$ cat config.mk
export PLATFORM = sky130hd
export DESIGN_NAME = ajb_jitter
export DESIGN_NICKNAME = d
export VERILOG_FILES = /design/src/rtl/adaptive_jitter_buffer_core_assert.svh /design/src/rtl/ajb_pkg.sv /design/src/rtl/ajb_isqrt.sv /design/src/rtl/ajb_jitter.sv
export SDC_FILE = /design/constraint.sdc
export NUM_CORES = 2
export LEC_CHECK = 0
export BUFFER_PORTS_ARGS = -buffer_cell sky130_fd_sc_hd__buf_2
export CELL_PAD_IN_SITES_DETAIL_PLACEMENT = 1
export CELL_PAD_IN_SITES_GLOBAL_PLACEMENT = 1
export CORE_MARGIN = 2
export CORE_UTILIZATION = 34
export CTS_BUF_LIST = sky130_fd_sc_hd__clkbuf_4 sky130_fd_sc_hd__clkbuf_8
export DETAILED_ROUTE_END_ITERATION = 6
export GPL_TIMING_DRIVEN = 0
export PLACE_DENSITY_LB_ADDON = 0.3
export SLEW_MARGIN = 20
export SYNTH_ARGS = -nofsm -noshare
export SYNTH_HDL_FRONTEND = slang
export SYNTH_SLANG_ARGS = --single-unit
$ cat constraint.sdc
create_clock -name clk -period 17 [get_ports clk]
set_input_delay 3.4 -clock clk [delete_from_list [all_inputs] [get_ports clk]]
set_output_delay 3.4 -clock clk [all_outputs]
set_load 0.01 [all_outputs]
$ cat src/rtl/adaptive_jitter_buffer_core_assert.svh
// assertion helpers for the jitter buffer, all sampled on clk with rst_n low disabling
`ifndef ADAPTIVE_JITTER_BUFFER_CORE_ASSERT_SVH
`define ADAPTIVE_JITTER_BUFFER_CORE_ASSERT_SVH

// condition holds at every edge out of reset
`define AJB_ASSERT_ALWAYS(lbl, cond, msg) \
  lbl: assert property (@(posedge clk) disable iff (!rst_n) (cond)) else $error(msg);

// same-cycle implication
`define AJB_ASSERT_IMPL(lbl, ante, cons, msg) \
  lbl: assert property (@(posedge clk) disable iff (!rst_n) (ante) |-> (cons)) else $error(msg);

// next-cycle implication
`define AJB_ASSERT_NEXT(lbl, ante, cons, msg) \
  lbl: assert property (@(posedge clk) disable iff (!rst_n) (ante) |=> (cons)) else $error(msg);

`endif

$ cat src/rtl/ajb_pkg.sv
`timescale 1ns / 1ps
// ----------------------------------------------------------------------------
// ajb_pkg
// Types and constants shared by the adaptive jitter buffer modules.
// ----------------------------------------------------------------------------
package ajb_pkg;

  typedef struct packed {
    logic [31:0] handle;
    logic [15:0] size;
    logic [15:0] seq;
  } desc_t;

  localparam int DESC_W = $bits(desc_t);

  // input item modes
  localparam logic MODE_PUSH = 1'b0;
  localparam logic MODE_POP  = 1'b1;

  // register map, selected by paddr[2]
  localparam logic CFG_MIN_IDX = 1'b0;
  localparam logic CFG_MAX_IDX = 1'b1;

  localparam logic [7:0]  MIN_RESET     = 8'd2;
  localparam logic [7:0]  MAX_RESET     = 8'd12;
  localparam logic [7:0]  TARGET_RESET  = 8'd4;
  localparam logic [31:0] AVG_RESET     = 32'd20;
  localparam logic [31:0] NOMINAL_GAP   = 32'd20;
  localparam logic [31:0] ADAPT_PERIOD  = 32'd1000;
  localparam logic [31:0] ISQRT_TOP_BIT = 32'h4000_0000;
  // x/5 == (x * DIV5_MAGIC) >> 34 for any 32-bit x
  localparam logic [31:0] DIV5_MAGIC    = 32'hCCCC_CCCD;

  typedef enum logic [1:0] {
    ST_IDLE,
    ST_JIT,
    ST_DONE
  } core_state_t;

  typedef enum logic [2:0] {
    JS_IDLE,
    JS_SQ,
    JS_EMA,
    JS_CHK,
    JS_ROOT,
    JS_DIV,
    JS_CLAMP,
    JS_FIN
  } jit_state_t;

  typedef struct packed {
    logic        start;
    logic [31:0] now;
  } jit_req_t;

  typedef struct packed {
    logic       done;
    logic [7:0] target;
  } jit_rsp_t;

endpackage

$ cat src/rtl/ajb_isqrt.sv
`timescale 1ns / 1ps
// ----------------------------------------------------------------------------
// ajb_isqrt
// Iterative floor square root of a 32-bit value, two radicand bits a cycle.
// ----------------------------------------------------------------------------
module ajb_isqrt (
  input  logic        clk,
  input  logic        rst_n,
  input  logic        start,
  input  logic [31:0] value,
  output logic        done,
  output logic [15:0] root
);
  import ajb_pkg::*;

  logic        busy_r, busy_nxt;
  logic [31:0] v_r, v_nxt;
  logic [31:0] root_r, root_nxt;
  logic [31:0] bit_r, bit_nxt;
  logic [31:0] trial;

  assign trial = root_r + bit_r;

  always_comb begin
    busy_nxt = busy_r;
    v_nxt    = v_r;
    root_nxt = root_r;
    bit_nxt  = bit_r;
    if (start) begin
      busy_nxt = 1'b1;
      v_nxt    = value;
      root_nxt = '0;
      bit_nxt  = ISQRT_TOP_BIT;
    end else if (busy_r) begin
      if (bit_r != '0) begin
        if (v_r >= trial) begin
          v_nxt    = v_r - trial;
          root_nxt = (root_r >> 1) + bit_r;
        end else begin
          root_nxt = root_r >> 1;
        end
        bit_nxt = bit_r >> 2;
      end else begin
        busy_nxt = 1'b0;
      end
    end
  end

  always_ff @(posedge clk) begin
    if (!rst_n) begin
      busy_r <= 1'b0;
    end else begin
      busy_r <= busy_nxt;
    end
    v_r    <= v_nxt;
    root_r <= root_nxt;
    bit_r  <= bit_nxt;
  end

  assign done = busy_r && (bit_r == '0);
  assign root = root_r[15:0];

endmodule

$ cat src/rtl/ajb_jitter.sv
`timescale 1ns / 1ps
// ----------------------------------------------------------------------------
// ajb_jitter
// Arrival jitter estimator: deviation EMAs and periodic target level update.
// ----------------------------------------------------------------------------
module ajb_jitter (
  input  logic             clk,
  input  logic             rst_n,
  input  ajb_pkg::jit_req_t req,
  input  logic [7:0]       min_depth,
  input  logic [7:0]       max_depth,
  output ajb_pkg::jit_rsp_t rsp
);
  import ajb_pkg::*;

  jit_state_t  state_r, state_nxt;
  logic [31:0] avg_r, sq_r, prev_arr_r, prev_adapt_r;
  logic [7:0]  target_r;
  logic [31:0] t_r, a_r, ms_r;
  logic [63:0] prod_r;
  logic [31:0] mul_a, mul_b;

  logic [31:0] dev, dev_abs;
  logic [31:0] avg_sum, sq_sum;
  logic        adapt_due;
  logic        root_start, root_done;
  logic [15:0] root;
  logic [17:0] three_s;
  logic [27:0] lvl, lvl_lo, lvl_hi;

  assign dev     = req.now - prev_arr_r - NOMINAL_GAP;
  assign dev_abs = dev[31] ? (32'd0 - dev) : dev;

  // x*15 as (x<<4) - x, everything mod 2^32
  assign avg_sum   = (avg_r << 4) - avg_r + a_r;
  assign sq_sum    = (sq_r << 4) - sq_r + prod_r[31:0];
  assign adapt_due = (t_r - prev_adapt_r) >= ADAPT_PERIOD;

  assign three_s = {1'b0, root, 1'b0} + {2'b00, root};

  // shared multiplier: a*a for the square, then ms/4 * magic for the /20
  always_comb begin
    if (state_r == JS_SQ) begin
      mul_a = a_r;
      mul_b = a_r;
    end else begin
      mul_a = {2'b00, ms_r[31:2]};
      mul_b = DIV5_MAGIC;
    end
  end

  assign lvl    = prod_r[61:34];
  assign lvl_lo = (lvl < 28'(min_depth)) ? 28'(min_depth) : lvl;
  assign lvl_hi = (lvl_lo > 28'(max_depth)) ? 28'(max_depth) : lvl_lo;

  assign root_start = (state_r == JS_CHK) && adapt_due;

  ajb_isqrt u_isqrt (
    .clk   (clk),
    .rst_n (rst_n),
    .start (root_start),
    .value (sq_r),
    .done  (root_done),
    .root  (root)
  );

  always_comb begin
    state_nxt = state_r;
    case (state_r)
      JS_IDLE: begin
        if (req.start) begin
          state_nxt = (prev_arr_r != '0) ? JS_SQ : JS_CHK;
        end
      end
      JS_SQ:    state_nxt = JS_EMA;
      JS_EMA:   state_nxt = JS_CHK;
      JS_CHK:   state_nxt = adapt_due ? JS_ROOT : JS_FIN;
      JS_ROOT: begin
        if (root_done) begin
          state_nxt = JS_DIV;
        end
      end
      JS_DIV:   state_nxt = JS_CLAMP;
      JS_CLAMP: state_nxt = JS_FIN;
      JS_FIN:   state_nxt = JS_IDLE;
      default:  state_nxt = JS_IDLE;
    endcase
  end

  always_ff @(posedge clk) begin
    if (!rst_n) begin
      state_r      <= JS_IDLE;
      avg_r        <= AVG_RESET;
      sq_r         <= '0;
      prev_arr_r   <= '0;
      prev_adapt_r <= '0;
      target_r     <= TARGET_RESET;
    end else begin
      state_r <= state_nxt;
      if (state_r == JS_IDLE && req.start) begin
        prev_arr_r <= req.now;
      end
      if (state_r == JS_EMA) begin
        avg_r <= {4'b0000, avg_sum[31:4]};
        sq_r  <= {4'b0000, sq_sum[31:4]};
      end
      if (root_start) begin
        prev_adapt_r <= t_r;
      end
      if (state_r == JS_CLAMP) begin
        target_r <= lvl_hi[7:0];
      end
    end
  end

  always_ff @(posedge clk) begin
    prod_r <= 64'(mul_a) * 64'(mul_b);
    if (state_r == JS_IDLE && req.start) begin
      t_r <= req.now;
      a_r <= dev_abs;
    end
    if (state_r == JS_ROOT && root_done) begin
      ms_r <= avg_r + 32'(three_s[17:1]);
    end
  end

  assign rsp.done   = (state_r == JS_FIN);
  assign rsp.target = target_r;

endmodule

==> results.md <==
* Hold Vio Cnt, Final at 0
* Min-Delay Path Class: flip-flop to flip-flop
* Avg Cell Area, Syn at 8.61 sq um
* Clock Skew at 41.0 ps
* Vias/cell at 5.46
* Post_cts resized at 0
* Row count at 153
* CP max stage delay at 950 ps
* Post-synth ARST share at 0%
* Wirelength per Cell at 28.3 um
* Post-Syn Area at 59100 sq um
* GRT Total Usage at 30.0%
* Worst skew pair latency at 740 ps
* Placed Instance Area at 63000 sq um
* Core ar. at 173000 sq um
* Top FF cell, synth: dfxtp_1
* PortBufs at 59
* Share of cells above drive strength 1 at 5.89%
* CTS tree: yes
* Cts bufs inserted at 68
* Post-synth EDFFs at 123
* Top cells by count, synth: 1361 x inv_1, 947 x fa_1, 832 x nand2_1
* Die area at 177000 sq um
* Setup_tns at 0 ps
* Unrepaired setup endpoints after global routing: false
* Post-Place Setup Slack at 4220 ps
* Synth top area cells: fa_1 32%, ha_1 11%, inv_1 8.6%, dfxtp_1 8.1%, edfxtp_1 6.2%
* Design area at 64500 sq um
* Synth warnings at 0
* Max Fanout on Critical Path at 10
* Fmax at 77.6 MHz
* Crit path kind: flip-flop to flip-flop
* Tcrit/Tclk final at 75.8%
* Placed cell count at 9283
* Yosys cell types at 100
* Setup slack after layout at 4120 ps
* Largest net degree at the start of global routing at 33
* Worst Path Arrival at 13490 ps
* Final min period at 12880 ps
* Gr ovfl total at 0
* Die H at 421 um
* Final WL at 267 mm
* Post-synthesis sequential area ratio at 14.4%
* CP required at 17610 ps
* Most frequent cell after synthesis: inv_1
* First-pass GRT wire length at 387 mm
* DRC violation count after routing at 0
* Final HPWL DP at 218 mm
* Critical path's slowest cell: clkbuf_1
* Post-route ant nets at 0
* Initial antenna violation count at 21
* Syn Nets at 8385
* Clock Pin Slew Worst Setup and Hold Paths at 60 ps
* Starting Density at 34.1%
* Crit start category: flip-flop
* Outcome: complete, no violations
* Max Cap Viol at 0
* FF+latch count, synth at 363
* Least-Margin Pin Slew at 1340 ps
* Post-synth top area share at 32.1%
* Die Wd at 421 um
* Area leader, netlist: fa_1
* Post-CTS setup buffers at 0
* CP dominant cell by count: fa_1
* Clock sink total at 363
* Relative slew slack at 10.3%
* Vias in the first global route at 54747
* Initial drt markers at 4084
* Total Nets Final at 8551
* Cells after Synth at 6863
* Area grow syn2layout at 9.11%
* Root Buffer: clkbuf_8
* Placer congestion estimate at 1.03
* Number of H-tree levels at 3
* Crit path capture type: flip-flop
* Hold buffers post-CTS at 0
* Vias at 51436
* TritonRoute pass-1 iters at 5
* Num ports at 60
* Final Max Tran Viols at 0
* Post-Layout Cell Count at 9414
* Final setup violation count at 0
* CTS Buffer Depth at 3
-- worst paths after layout --
check                      startpoint                        to  slack (ps)  cells past startpoint
max                  a_r[9]$_DFFE_PP_        prod_r[61]$_DFF_P_        4120                     26
min reg2reg  target_r[0]$_SDFFE_PN0P_  target_r[0]$_SDFFE_PN0P_         450                      2
max reg2reg          a_r[9]$_DFFE_PP_        prod_r[61]$_DFF_P_        4120                     26
min          target_r[0]$_SDFFE_PN0P_  target_r[0]$_SDFFE_PN0P_         450                      2
-- registers in the layout, summed over array words and instances (netlist names), 28 cells and up --
register and flops:
a_r 32, avg_r 28, prev_adapt_r 32, prev_arr_r 32, prod_r 60, sq_r 28, t_r 32, u_isqrt.root_r 32
u_isqrt.v_r 32
-- worst max-delay path, delay by kind of cell, from the launching register on --
family          cells  cell delay, ps
buf+inv             5            2910
simple gates        5            1750
fa+ha+maj           9            4580
compound gates      7            2540
flops               1             920
-- cell usage in the layout (no fill, tap or decap), types with 145 or more instances in the layout --
cell type and instances:
clkbuf_1 190, nor2_1 532, o21ai_0 156, dfxtp_1 240
nand2_1 832, fa_1 947, ha_1 524, xnor2_1 174
inv_1 1361, nor3_1 145, a21oi_1 330
-- final cells by class --
type,count,area [sq um]
diodes,9,22.5
plain buffers,270,1190
clock buffers,102,1270
clock inverters,19,180
fillers,20665,109000
inverters,1379,5180
multi-input cells,4851,44500
flip-flops and latches,363,8500
well taps,2325,2910
repair buffers,96,761
-- logic make-up (layout without fill, tap and decap cells) --
logic type | count (synthesis) | count (layout) | synth area share [%]
muxes | 56 | 56 | 0.976
xor gates and xnor gates | 280 | 280 | 4.16
adders and majority gates | 1471 | 1471 | 43.2
and+or+nand+nor | 2043 | 2043 | 15.6
AOI/OAI and AO/OA | 1001 | 1001 | 11.1
other | 0 | 9 | 0
DFF | 363 | 363 | 14.4
buffers and inverters | 1649 | 1866 | 10.7
-- through the flow --
| step | hold WS [ps] | utilization (%) |
|---|---|---|
| 5_1_grt | 500 | 37.2 |
| 3_5_place_dp | 446 | 36.4 |
| 4_1_cts | 454 | 37.2 |
| 6_report | 446 | 37.2 |
| 3_3_place_gp | 439 | 36.0 |
| 2_1_floorplan | 432 | - |
-- metal layers --
layer,global-route usage (%),wire length [um],vias up
met4,15.7,16600,20
met3,6.41,20700,639
met5,0,157,-
met2,45.8,116000,1965
met1,39.8,113000,26564
li1,-,-,22248
Power is left out: the tool's default activity adds up to more than one toggle a clock period on the data nets, which glitch-free logic cannot reach.
